File: src/rtl/core/pcle_pkg.sv
// ----------------------------------------------------------------------------
// pcle_pkg
// Shared types and constants of the capability list engine: command and
// error codes, engine states, and the item that passes from front to back.
// ----------------------------------------------------------------------------
package pcle_pkg;

  localparam int SPACE_BYTES_DEF = 256;
  localparam int MAX_HOPS_DEF    = 64;
  localparam int ADDR_SPAN       = 1 << 8;

  localparam logic [7:0] PTR_MASK     = 8'hFC;
  localparam logic [7:0] MIN_CAP_ADDR = 8'h40;
  localparam logic [7:0] ALIGN_BITS   = 8'h03;

  localparam int QDEPTH = 2;
  localparam int QAW    = $clog2(QDEPTH);
  localparam int QCW    = $clog2(QDEPTH + 1);

  typedef enum logic [1:0] {
    CMD_READ  = 2'd0,
    CMD_WRITE = 2'd1,
    CMD_FIND  = 2'd2,
    CMD_LINK  = 2'd3
  } cmd_t;

  typedef enum logic [1:0] {
    ERR_NONE     = 2'd0,
    ERR_BAD_ADDR = 2'd1,
    ERR_TOO_LONG = 2'd2
  } err_t;

  typedef enum logic [1:0] {
    ST_CLEAR,
    ST_IDLE,
    ST_READ,
    ST_WALK
  } state_t;

  typedef struct packed {
    cmd_t       command;
    logic [7:0] address;
    logic [7:0] write_data;
    logic [7:0] cap_id;
    logic       bad_link;
  } item_t;

  typedef struct packed {
    logic  valid;
    item_t item;
  } queue_t;

  typedef struct packed {
    logic pop;
    logic clearing;
  } back_ctrl_t;

endpackage

File: src/rtl/core/pcle_ram.sv
// ----------------------------------------------------------------------------
// pcle_ram
// Generic RAM: one write port, two read ports, registered read data.
// ----------------------------------------------------------------------------
module pcle_ram #(
  parameter int WIDTH = 8,
  parameter int DEPTH = 256
) (
  input  logic                                clk,
  input  logic                                we,
  input  logic [((DEPTH > 1) ? $clog2(DEPTH) : 1)-1:0] waddr,
  input  logic [WIDTH-1:0]                    wdata,
  input  logic [((DEPTH > 1) ? $clog2(DEPTH) : 1)-1:0] ra_addr,
  output logic [WIDTH-1:0]                    ra_data,
  input  logic [((DEPTH > 1) ? $clog2(DEPTH) : 1)-1:0] rb_addr,
  output logic [WIDTH-1:0]                    rb_data
);

  logic [WIDTH-1:0] mem [DEPTH];

  always_ff @(posedge clk) begin
    if (we) begin
      mem[waddr] <= wdata;
    end
    ra_data <= mem[ra_addr];
    rb_data <= mem[rb_addr];
  end

endmodule

File: src/rtl/core/pcle_front.sv
// ----------------------------------------------------------------------------
// pcle_front
// Command front end: accepts transactions, classifies link offsets and
// queues items for the back end.
// ----------------------------------------------------------------------------
module pcle_front (
  input  logic                clk,
  input  logic                rst,
  input  logic                cmd_valid,
  output logic                cmd_stall,
  input  logic [1:0]          command,
  input  logic [7:0]          address,
  input  logic [7:0]          write_data,
  input  logic [7:0]          cap_id,
  input  pcle_pkg::back_ctrl_t ctrl,
  output pcle_pkg::queue_t    q
);
  import pcle_pkg::*;

  item_t          ent [QDEPTH];
  item_t          new_item;
  logic [QAW-1:0] wr_ptr;
  logic [QAW-1:0] rd_ptr;
  logic [QCW-1:0] count;
  logic           push;

  assign cmd_stall = ctrl.clearing || (count == QCW'(QDEPTH));
  assign push      = cmd_valid && !cmd_stall;

  always_comb begin
    new_item.command    = cmd_t'(command);
    new_item.address    = address;
    new_item.write_data = write_data;
    new_item.cap_id     = cap_id;
    new_item.bad_link   = (address < MIN_CAP_ADDR) || ((address & ALIGN_BITS) != 8'h00);
  end

  assign q.valid = (count != '0);
  assign q.item  = ent[rd_ptr];

  always_ff @(posedge clk) begin
    if (rst) begin
      wr_ptr <= '0;
      rd_ptr <= '0;
      count  <= '0;
    end else begin
      if (push) begin
        wr_ptr <= (wr_ptr == QAW'(QDEPTH - 1)) ? '0 : wr_ptr + QAW'(1);
      end
      if (ctrl.pop) begin
        rd_ptr <= (rd_ptr == QAW'(QDEPTH - 1)) ? '0 : rd_ptr + QAW'(1);
      end
      case ({push, ctrl.pop})
        2'b10:   count <= count + QCW'(1);
        2'b01:   count <= count - QCW'(1);
        default: count <= count;
      endcase
    end
  end

  always_ff @(posedge clk) begin
    if (push) begin
      ent[wr_ptr] <= new_item;
    end
  end

  a_count_bound: assert property (@(posedge clk) disable iff (rst)
    count <= QCW'(QDEPTH))
    else $error("queue count exceeds depth");

  a_pop_nonempty: assert property (@(posedge clk) disable iff (rst)
    ctrl.pop |-> count != '0)
    else $error("pop from empty queue");

endmodule

File: src/rtl/core/pcle_back.sv
// ----------------------------------------------------------------------------
// pcle_back
// Execution back end: owns the configuration byte store, the list flag and
// head, walks the capability list one hop per cycle and holds the result.
// ----------------------------------------------------------------------------
module pcle_back #(
  parameter int SPACE_BYTES = pcle_pkg::SPACE_BYTES_DEF,
  parameter int MAX_HOPS    = pcle_pkg::MAX_HOPS_DEF
) (
  input  logic                 clk,
  input  logic                 rst,
  input  pcle_pkg::queue_t     q,
  output pcle_pkg::back_ctrl_t ctrl,
  output logic                 rsp_valid,
  input  logic                 rsp_stall,
  output logic [7:0]           read_data,
  output logic [1:0]           error_code
);
  import pcle_pkg::*;

  localparam int DEPTH = (SPACE_BYTES < ADDR_SPAN) ? SPACE_BYTES : ADDR_SPAN;
  localparam int AW    = (DEPTH > 1) ? $clog2(DEPTH) : 1;
  localparam int HW    = $clog2(MAX_HOPS + 1);

  function automatic logic in_store(input logic [7:0] a);
    return 9'(a) < 9'(DEPTH);
  endfunction

  state_t        state;
  state_t        state_next;
  logic [AW-1:0] clr_idx;
  item_t         item;
  logic [7:0]    cur;
  logic [HW-1:0] hops;
  logic          a_ok;
  logic          b_ok;
  logic          present;
  logic [7:0]    head;

  logic          ram_we;
  logic [AW-1:0] ram_waddr;
  logic [7:0]    ram_wdata;
  logic [7:0]    ra_data;
  logic [7:0]    rb_data;
  logic [7:0]    issue_ptr;
  logic [7:0]    issue_next;

  logic          can_start;
  logic [7:0]    head_ptr;
  logic [7:0]    a_byte;
  logic [7:0]    b_byte;
  logic [7:0]    nxt;
  logic [7:0]    link_ptr;
  logic          hit;
  logic          last_hop;
  logic          walk_done;

  logic          pop;
  logic          issue;
  logic          hops_load;
  logic          hops_dec;
  logic          set_head;
  logic          res_load;
  logic [7:0]    res_data;
  err_t          res_err;

  assign can_start  = (state == ST_IDLE) && q.valid && !rsp_valid;
  assign head_ptr   = head & PTR_MASK;
  assign a_byte     = a_ok ? ra_data : 8'h00;
  assign b_byte     = b_ok ? rb_data : 8'h00;
  assign nxt        = b_byte & PTR_MASK;
  assign link_ptr   = {cur[7:2], 2'b01};
  assign issue_next = {issue_ptr[7:2], 2'b01};
  assign hit        = (item.command == CMD_FIND) && (a_byte == item.cap_id);
  assign last_hop   = (hops == HW'(1));
  assign walk_done  = hit || (nxt == 8'h00) || last_hop;

  assign ctrl.pop      = pop;
  assign ctrl.clearing = (state == ST_CLEAR);

  pcle_ram #(
    .WIDTH (8),
    .DEPTH (DEPTH)
  ) u_store (
    .clk     (clk),
    .we      (ram_we),
    .waddr   (ram_waddr),
    .wdata   (ram_wdata),
    .ra_addr (issue_ptr[AW-1:0]),
    .ra_data (ra_data),
    .rb_addr (issue_next[AW-1:0]),
    .rb_data (rb_data)
  );

  always_comb begin
    state_next = state;
    case (state)
      ST_CLEAR: begin
        if (clr_idx == AW'(DEPTH - 1)) begin
          state_next = ST_IDLE;
        end
      end
      ST_IDLE: begin
        if (can_start) begin
          case (q.item.command)
            CMD_READ: state_next = ST_READ;
            CMD_FIND: begin
              if (present && head_ptr != 8'h00) begin
                state_next = ST_WALK;
              end
            end
            CMD_LINK: begin
              if (!q.item.bad_link && head_ptr != 8'h00) begin
                state_next = ST_WALK;
              end
            end
            default: state_next = ST_IDLE;
          endcase
        end
      end
      ST_READ: state_next = ST_IDLE;
      ST_WALK: begin
        if (walk_done) begin
          state_next = ST_IDLE;
        end
      end
      default: state_next = ST_IDLE;
    endcase
  end

  always_comb begin
    pop       = 1'b0;
    issue     = 1'b0;
    issue_ptr = 8'h00;
    hops_load = 1'b0;
    hops_dec  = 1'b0;
    set_head  = 1'b0;
    res_load  = 1'b0;
    res_data  = 8'h00;
    res_err   = ERR_NONE;
    ram_we    = 1'b0;
    ram_waddr = '0;
    ram_wdata = 8'h00;
    case (state)
      ST_CLEAR: begin
        ram_we    = 1'b1;
        ram_waddr = clr_idx;
      end
      ST_IDLE: begin
        if (can_start) begin
          pop = 1'b1;
          case (q.item.command)
            CMD_READ: begin
              issue     = 1'b1;
              issue_ptr = q.item.address;
            end
            CMD_WRITE: begin
              ram_we    = in_store(q.item.address);
              ram_waddr = q.item.address[AW-1:0];
              ram_wdata = q.item.write_data;
              res_load  = 1'b1;
            end
            CMD_FIND: begin
              if (present && head_ptr != 8'h00) begin
                issue     = 1'b1;
                issue_ptr = head_ptr;
                hops_load = 1'b1;
              end else begin
                res_load = 1'b1;
              end
            end
            CMD_LINK: begin
              if (q.item.bad_link) begin
                res_load = 1'b1;
                res_err  = ERR_BAD_ADDR;
              end else if (head_ptr == 8'h00) begin
                set_head = 1'b1;
                res_load = 1'b1;
              end else begin
                issue     = 1'b1;
                issue_ptr = head_ptr;
                hops_load = 1'b1;
              end
            end
            default: res_load = 1'b1;
          endcase
        end
      end
      ST_READ: begin
        res_load = 1'b1;
        res_data = a_byte;
      end
      ST_WALK: begin
        if (item.command == CMD_FIND) begin
          if (hit) begin
            res_load = 1'b1;
            res_data = cur;
          end else if (nxt == 8'h00 || last_hop) begin
            res_load = 1'b1;
          end
        end else if (nxt == 8'h00) begin
          ram_we    = in_store(link_ptr);
          ram_waddr = link_ptr[AW-1:0];
          ram_wdata = item.address;
          res_load  = 1'b1;
        end else if (last_hop) begin
          res_load = 1'b1;
          res_err  = ERR_TOO_LONG;
        end
        if (!walk_done) begin
          issue     = 1'b1;
          issue_ptr = nxt;
          hops_dec  = 1'b1;
        end
      end
      default: begin
        pop = 1'b0;
      end
    endcase
  end

  always_ff @(posedge clk) begin
    if (rst) begin
      state     <= ST_CLEAR;
      clr_idx   <= '0;
      present   <= 1'b0;
      head      <= 8'h00;
      rsp_valid <= 1'b0;
    end else begin
      state <= state_next;
      if (state == ST_CLEAR) begin
        clr_idx <= clr_idx + AW'(1);
      end
      if (set_head) begin
        present <= 1'b1;
        head    <= q.item.address;
      end
      if (res_load) begin
        rsp_valid <= 1'b1;
      end else if (!rsp_stall) begin
        rsp_valid <= 1'b0;
      end
    end
  end

  always_ff @(posedge clk) begin
    if (pop) begin
      item <= q.item;
    end
    if (issue) begin
      cur  <= issue_ptr;
      a_ok <= in_store(issue_ptr);
      b_ok <= in_store(issue_next);
    end
    if (hops_load) begin
      hops <= HW'(MAX_HOPS);
    end else if (hops_dec) begin
      hops <= hops - HW'(1);
    end
    if (res_load) begin
      read_data  <= res_data;
      error_code <= res_err;
    end
  end

  a_no_rsp_in_clear: assert property (@(posedge clk) disable iff (rst)
    state == ST_CLEAR |-> !rsp_valid)
    else $error("response during store clear");

  a_walk_ptr: assert property (@(posedge clk) disable iff (rst)
    state == ST_WALK |-> (cur != 8'h00) && (cur[1:0] == 2'b00) && (hops != '0))
    else $error("walk with bad pointer or exhausted hop count");

  a_start_slot_free: assert property (@(posedge clk) disable iff (rst)
    pop |-> !rsp_valid && state == ST_IDLE)
    else $error("item started while result slot busy");

endmodule

File: src/rtl/core/pci_capability_list_engine.sv
// ----------------------------------------------------------------------------
// pci_capability_list_engine
// Configuration space byte store with a linked capability list: read and
// write bytes, find a capability by id, link a new capability at the tail.
// ----------------------------------------------------------------------------
// After reset the store is cleared one byte per cycle, covering
// min(SPACE_BYTES, 256) bytes; no command is taken until that pass is done.
// Each command then yields exactly one response. A read goes from the front
// queue through the read state to the response register, and a write loads
// the response register directly; find and link walk the list one entry
// per hop, visiting at most MAX_HOPS entries, where each hop is one paired
// read of the id byte and the next pointer from the store. A two-entry queue
// keeps taking commands while a result waits in the response register.
// ----------------------------------------------------------------------------
module pci_capability_list_engine #(
  parameter int SPACE_BYTES = pcle_pkg::SPACE_BYTES_DEF,
  parameter int MAX_HOPS    = pcle_pkg::MAX_HOPS_DEF
) (
  input  logic       clk,
  input  logic       rst,
  input  logic       cmd_valid,
  output logic       cmd_stall,
  input  logic [1:0] command,
  input  logic [7:0] address,
  input  logic [7:0] write_data,
  input  logic [7:0] cap_id,
  output logic       rsp_valid,
  input  logic       rsp_stall,
  output logic [7:0] read_data,
  output logic [1:0] error_code
);
  import pcle_pkg::*;

  queue_t     q;
  back_ctrl_t ctrl;

  pcle_front u_front (
    .clk        (clk),
    .rst        (rst),
    .cmd_valid  (cmd_valid),
    .cmd_stall  (cmd_stall),
    .command    (command),
    .address    (address),
    .write_data (write_data),
    .cap_id     (cap_id),
    .ctrl       (ctrl),
    .q          (q)
  );

  pcle_back #(
    .SPACE_BYTES (SPACE_BYTES),
    .MAX_HOPS    (MAX_HOPS)
  ) u_back (
    .clk        (clk),
    .rst        (rst),
    .q          (q),
    .ctrl       (ctrl),
    .rsp_valid  (rsp_valid),
    .rsp_stall  (rsp_stall),
    .read_data  (read_data),
    .error_code (error_code)
  );

endmodule
File: config.mk
export PLATFORM = sky130hd
export DESIGN_NAME = pci_capability_list_engine
export DESIGN_NICKNAME = d
export VERILOG_FILES = /design/src/rtl/core/pcle_pkg.sv /design/src/rtl/core/pcle_ram.sv /design/src/rtl/core/pcle_front.sv /design/src/rtl/core/pcle_back.sv /design/src/rtl/core/pci_capability_list_engine.sv
export SDC_FILE = /design/constraint.sdc
export NUM_CORES = 2
export LEC_CHECK = 0
export BUFFER_PORTS_ARGS = -buffer_cell sky130_fd_sc_hd__buf_2
export CORE_UTILIZATION = 57
export CTS_CLUSTER_DIAMETER = 200
export DETAILED_ROUTE_END_ITERATION = 6
export GPL_ROUTABILITY_DRIVEN = 0
export PLACE_DENSITY = 0.82
export SLEW_MARGIN = 20
export SYNTH_ARGS = -nofsm -noshare
export SYNTH_HDL_FRONTEND = slang
export SYNTH_SLANG_ARGS = --single-unit
File: constraint.sdc
create_clock -name clk -period 13.74 [get_ports clk]
set_clock_uncertainty 0.2 [all_clocks]
set_input_delay 2.748 -clock clk [delete_from_list [all_inputs] [get_ports clk]]
set_output_delay 2.748 -clock clk [all_outputs]
set_load 0.02 [all_outputs]
==> Word level (Yosys, flattened, before mapping) <==
Memory sizes are Yosys's and may differ from the RTL's. A register that Yosys moved wholly into a read port is not among the register bits.
Cells that the tools add are included.
{ "classes": {"eq_ne": 19, "n_reduce_logical": 23, "order_cmp": 1, "n_bitwise": 0, "shifts": 0, "multipliers": 0, "muxes": 78, "n_div": 0, "n_addsub": 6} }
{ "ops": {"columns": ["operator", "n"], "rows": [
  ["2-to-1 mux 8 bit", 15],
  ["case mux 8 bit (2 select lines)", 3],
  ["case mux 8 bit (3 select lines)", 2],
  ["2-to-1 mux 1 bit", 38],
  ["2-to-1 mux 2 bit", 10],
  ["logical NOT 8 bit", 2],
  ["nonzero test 8 bit", 2],
  ["== test 2 bit (second input constant)", 7],
  ["case mux 1 bit (3 select lines)", 4],
  ["adder 8 x 1 -> 8 bit (second input constant)", 1],
  ["== test 8 bit", 1],
  ["== test 8 bit (second input constant)", 1],
  ["< comparator 8 x 7 -> 1 bit (second input constant)", 1],
  ["inequality test 2 x 1 -> 1 bit (second input constant)", 4],
  ["case mux 2 bit (2 select lines)", 2],
  ["case mux 2 bit (4 select lines)", 1],
  ["== test 7 x 1 -> 1 bit (second input constant)", 1],
  ["subtractor 7 x 1 -> 7 bit (second input constant)", 1],
  ["== test 2 x 1 -> 1 bit (second input constant)", 3],
  ["logical AND 1 bit", 6],
  ["inequality test 3 bit (second input constant)", 2],
  ["case mux 2 bit (3 select lines)", 1],
  ["logical OR 1 bit", 5],
  ["AND reduction 5 bit", 1],
  ["other kinds (7)", 13]
]} }
{ "word_totals": {"latch_bits": 0, "regBits": 67, "rom_bits": 0, "mem_bits_rw": 2102, "out_inout_bits": 12, "memories": 2} }
{ "mem_list": {"columns": ["memory", "depth", "width", "rd", "rd_ports_with_merged_regs", "wr", "line_no", "rtl"], "rows": [
  ["u_back.u_store.mem", 256, 8, 2, 2, 1, "pcle_ram.sv:19", "logic [WIDTH-1:0] mem [DEPTH];"],
  ["u_front.ent", 2, 27, 1, 1, 1, "pcle_front.sv:20", "item_t ent [QDEPTH];"]
]} }

==> Longest topological paths before layout <==
{ "depth": {"ltp_word": 7, "depth_mapped": 16, "depth_no_buf": 12} }

==> Hierarchy <==
From an unflattened synthesis, not the netlist that was laid out.
{ "hier_totals": {"hier_cells": 5230, "area_unflattened_um2": 102054.1} }
{ "by_module_without_submodules": {"columns": ["module", "seq_area_each_um2", "n_inst", "area_each_um2", "cells_per_inst"], "rows": [
  ["pcle_ram", 61819.3, 1, 96973.0, 4847],
  ["pcle_back", 1581.5, 1, 2907.8, 272],
  ["pcle_front", 1721.7, 1, 2173.3, 111]
]} }

==> Least setup slack after synthesis <==
Ideal clock, no wire load.
{ "synth_timing": {"path_kind": "register to register", "from": "register (tool-made name)", "to": "memory u_back.u_store.mem[0][0] (data pin)", "slack_ns": -0.199, "arrival_time_ns": 11.551, "t_required_ns": 11.352, "path_stages_with_launch": 7, "path_cell_list": "dfxtp_1 buf_2 buf_2 buf_1 clkbuf_1 mux2i_1 o21ai_0"} }
{ "synth_lines": {"columns": ["item", "line_no"], "rows": [
  ["end, declared", "pcle_ram.sv:19"]
]} }

==> flow_summary.toml <==
[status]
status = "finished, violations left"
violations = "design-rule violations"

[critical_path]
endpoint_kind = "register"
start_kind = "register"
crit_arrival_ns = 8.83
crit_fanout = 131
criticalPathCategory = "reg -> reg"
cp.required_ns = 14.32

[hold_path]
hp-class = "reg -> reg"
hp-start = "u_back.head[5]"

[clock_network]
htreeDepth = 4
post_cts_buffers = 0
path_clk_slew_ns = 0.06
cts_num_sinks = 2182
post_cts_resized = 0
numCtsBuffers = 207
cts_tree = "done"
cts_hold_buf = 0
cts_buffer_depth = 3
ctsRootBufferMaster = "clkbuf_16"
clock_insertion_delay_worst_skew_ns = 0.91

[global_routing]
grt_max_degree = 207
grtUsageTotal = 0.337
grt_pass1_wl_microns = 401000
antenna_found_initial = 11
grt_overflow = 0
grt_pass1_vias = 60600

[power]
p_sw_mw = 2.59
intPower_mw = 10.4
switching_share = 0.199
p_clk_frac = 0.437
power_leakage_nw = 32.5
power_frac_seq = 0.556
pwr-share-comb = 0.007
total_power_mw = 13.0
peakVddDrop_mv = 0.138
powerDensity_mw_per_mm2 = 131

[logic_synthesis]
synth_area_sq_mm = 0.0906
yosys.cell_types.count = 83
syn_inst = 7076
synth_area_per_cell_sq_um = 12.8
ys.warnings.count = 0
synth_edf_count = 2138
ys_async_sr_fraction = 0
synth-seq-cells = 2182
seq_area_frac_synth = 0.718
synth_flop_cell = "edfxtp_1"
syn_nets = 7110

[sta]
hold_viol = 0
relSlewSlack = 0.0314
min_period_ns = 8.25
fmax_mhz = 121
worstMarginPinSlew_ns = 1.42
drv_slew = 0
rsz0062_at_grt = "no"
fin_tns_setup_ns = 0
whs_ns = 0.306
worst_slack_ns = 5.49
timing.final.crit_share = 0.601
report.final.setup_viol = 0

[detailed_routing]
dr.pass1.iters = 7
final_antenna_net_count = 0
wire_per_inst_microns = 30.0
drt-initial-drc-count = 13500
drc = 47
vias = 64100
vias_per_cell = 7.01
routed_wl_microns = 275000

[placement]
placed_area_sq_mm = 0.0925
hpwl_microns = 157000
pre_cts_slack_ns = 5.99
io_buffers = 41
dp.cells = 8765

[die]
dieArea_sq_mm = 0.161
dieWidth_microns = 401
coreArea_sq_mm = 0.157
rows = 145
die_h_microns = 401
ios = 42
start_util = 0.577

[cells_and_area]
fin_area_sq_mm = 0.0992
area_delta_synth_final_pct = 9.44
final_util = 0.631
fin_cells = 9148
drive_above_1_share = 0.0737
nets = 6952

[job]
cap_violations = 0
-- Yosys cell counts (7+ instances only) --
| library cell | number | area share |
|---|---|---|
| or3_1 | 10 | 0.00069 |
| a221oi_1 | 97 | 0.0094 |
| o21ai_0 | 40 | 0.0022 |
| nor3_1 | 30 | 0.0017 |
| xor2_1 | 17 | 0.0016 |
| mux2_2 | 25 | 0.0031 |
| o221ai_1 | 16 | 0.0015 |
| mux2i_1 | 220 | 0.024 |
| a21boi_0 | 10 | 0.00083 |
| a31oi_1 | 70 | 0.0048 |
| o311ai_0 | 23 | 0.0022 |
| a221o_1 | 8 | 0.00088 |
| and3_1 | 109 | 0.0075 |
| a311oi_1 | 127 | 0.012 |
| a32oi_1 | 46 | 0.0044 |
| nand4_1 | 16 | 0.0011 |
| a22oi_1 | 50 | 0.0041 |
| a2bb2oi_1 | 18 | 0.0017 |
| edfxtp_1 | 2138 | 0.71 |
| o22ai_1 | 81 | 0.0056 |
| xnor2_1 | 7 | 0.00068 |
| inv_1 | 20 | 0.00083 |
| a21oi_1 | 212 | 0.012 |
| o31ai_1 | 14 | 0.0012 |
| nor2_1 | 350 | 0.014 |
| a211o_1 | 20 | 0.0019 |
| buf_2 | 169 | 0.0093 |
| nand3_1 | 698 | 0.039 |
| buf_1 | 97 | 0.0040 |
| a211oi_1 | 48 | 0.0040 |
| a2111oi_0 | 21 | 0.0020 |
| o211ai_1 | 26 | 0.0022 |
| and2_1 | 7 | 0.00048 |
| a21o_1 | 8 | 0.00066 |
| dfxtp_1 | 44 | 0.0097 |
| clkbuf_1 | 254 | 0.011 |
| nand2_1 | 1776 | 0.074 |
| a32o_1 | 25 | 0.0028 |
| a31o_2 | 7 | 0.00068 |
| nor2b_1 | 10 | 0.00069 |
| nor4_1 | 21 | 0.0014 |
-- layer usage --
layer,track usage,vias to the layer above,share of wire
met3,0.120,1180,0.17
met5,0.00446,-,0.00064
met1,0.437,30500,0.33
met4,0.205,14,0.074
met2,0.487,6269,0.43
li1,-,26200,-
-- cell type report --
cell class / count / area (sq um)
Antenna cell: 4 / 10.0
Fill cell: 10700 / 57900
Tap cell: 2058 / 2570
Multi-Input combinational cell: 4347 / 23500
Sequential cell: 2182 / 65100
Clock inverter: 107 / 1130
Clock buffer: 270 / 5530
Inverter: 25 / 129
Timing Repair Buffer: 155 / 1230
-- worst max-delay path, stage by stage (launching register included) --
cell	delay (ns)
dfxtp_1	0.69
buf_4	0.43
mux2i_1	0.23
inv_1	0.20
and2_2	0.43
nand2_4	0.44
inv_8	0.70
buf_4	0.83
buf_4	0.87
buf_4	0.67
nand2_1	0.17
nand3_1	0.14
a211oi_1	0.14
a2111oi_0	1.05
a2bb2oi_1	0.33
a32o_1	0.34
-- registers in the layout (all words and copies together), names as in the netlist, 2 cells and up, named ones only --
name,flops
u_back.error_code,2
u_front.ent,54
u_front.count,2
u_back.item,18
u_back.clr_idx,8
u_back.u_store.ra_data,8
u_back.state,2
u_back.read_data,8
u_back.u_store.rb_data,6
u_back.head,6
u_back.cur,8
u_back.u_store.mem,2048
u_back.hops,7
-- cell families (layout without fill, tap and decap cells) --
| logic type | count (synthesis) | in the layout | synth area share |
|---|---|---|---|
| compound gates | 1016 | 1016 | 0.0825 |
| xor+xnor | 24 | 24 | 0.00232 |
| fa+ha+maj | 4 | 4 | 0.000552 |
| buf+inv | 547 | 557 | 0.0251 |
| flops | 2182 | 2182 | 0.718 |
| mux | 254 | 254 | 0.0293 |
| other cells | 0 | 4 | 0 |
| simple gates | 3049 | 3049 | 0.142 |
-- cells in the final DEF (no fill, tap or decap), drive strengths merged, types with 81 or more instances in the layout --
master / instances
edfxtp: 2138
nand2: 1776
nand3: 698
nor2: 350
clkbuf: 272
mux2i: 221
a21oi: 213
buf: 153
a311oi: 127
and3: 109
a221oi: 98
clkinv: 83
o22ai: 81
-- final timing paths --
check	end	slack [ns]	cells after the start
max	u_back.u_store.ra_data[0]	5.49	15
min	u_back.head[5]	0.31	2
max reg2reg	u_back.u_store.ra_data[0]	5.49	15
min reg2reg	u_back.head[5]	0.31	2
-- power groups by stage --
| stage | clock [mW] | sequential, mW | combinational (mW) |
|---|---|---|---|
| 2_1_floorplan | 0 | 7.35 | 0.0332 |
| 3_3_place_gp | 0 | 7.36 | 0.0783 |
| 3_5_place_dp | 0 | 7.36 | 0.0802 |
| 4_1_cts | 5.65 | 7.22 | 0.0814 |
| 5_1_grt | 5.89 | 7.22 | 0.0881 |
| 6_report | 5.67 | 7.23 | 0.0903 |
Power figures use the tool's default switching activity.
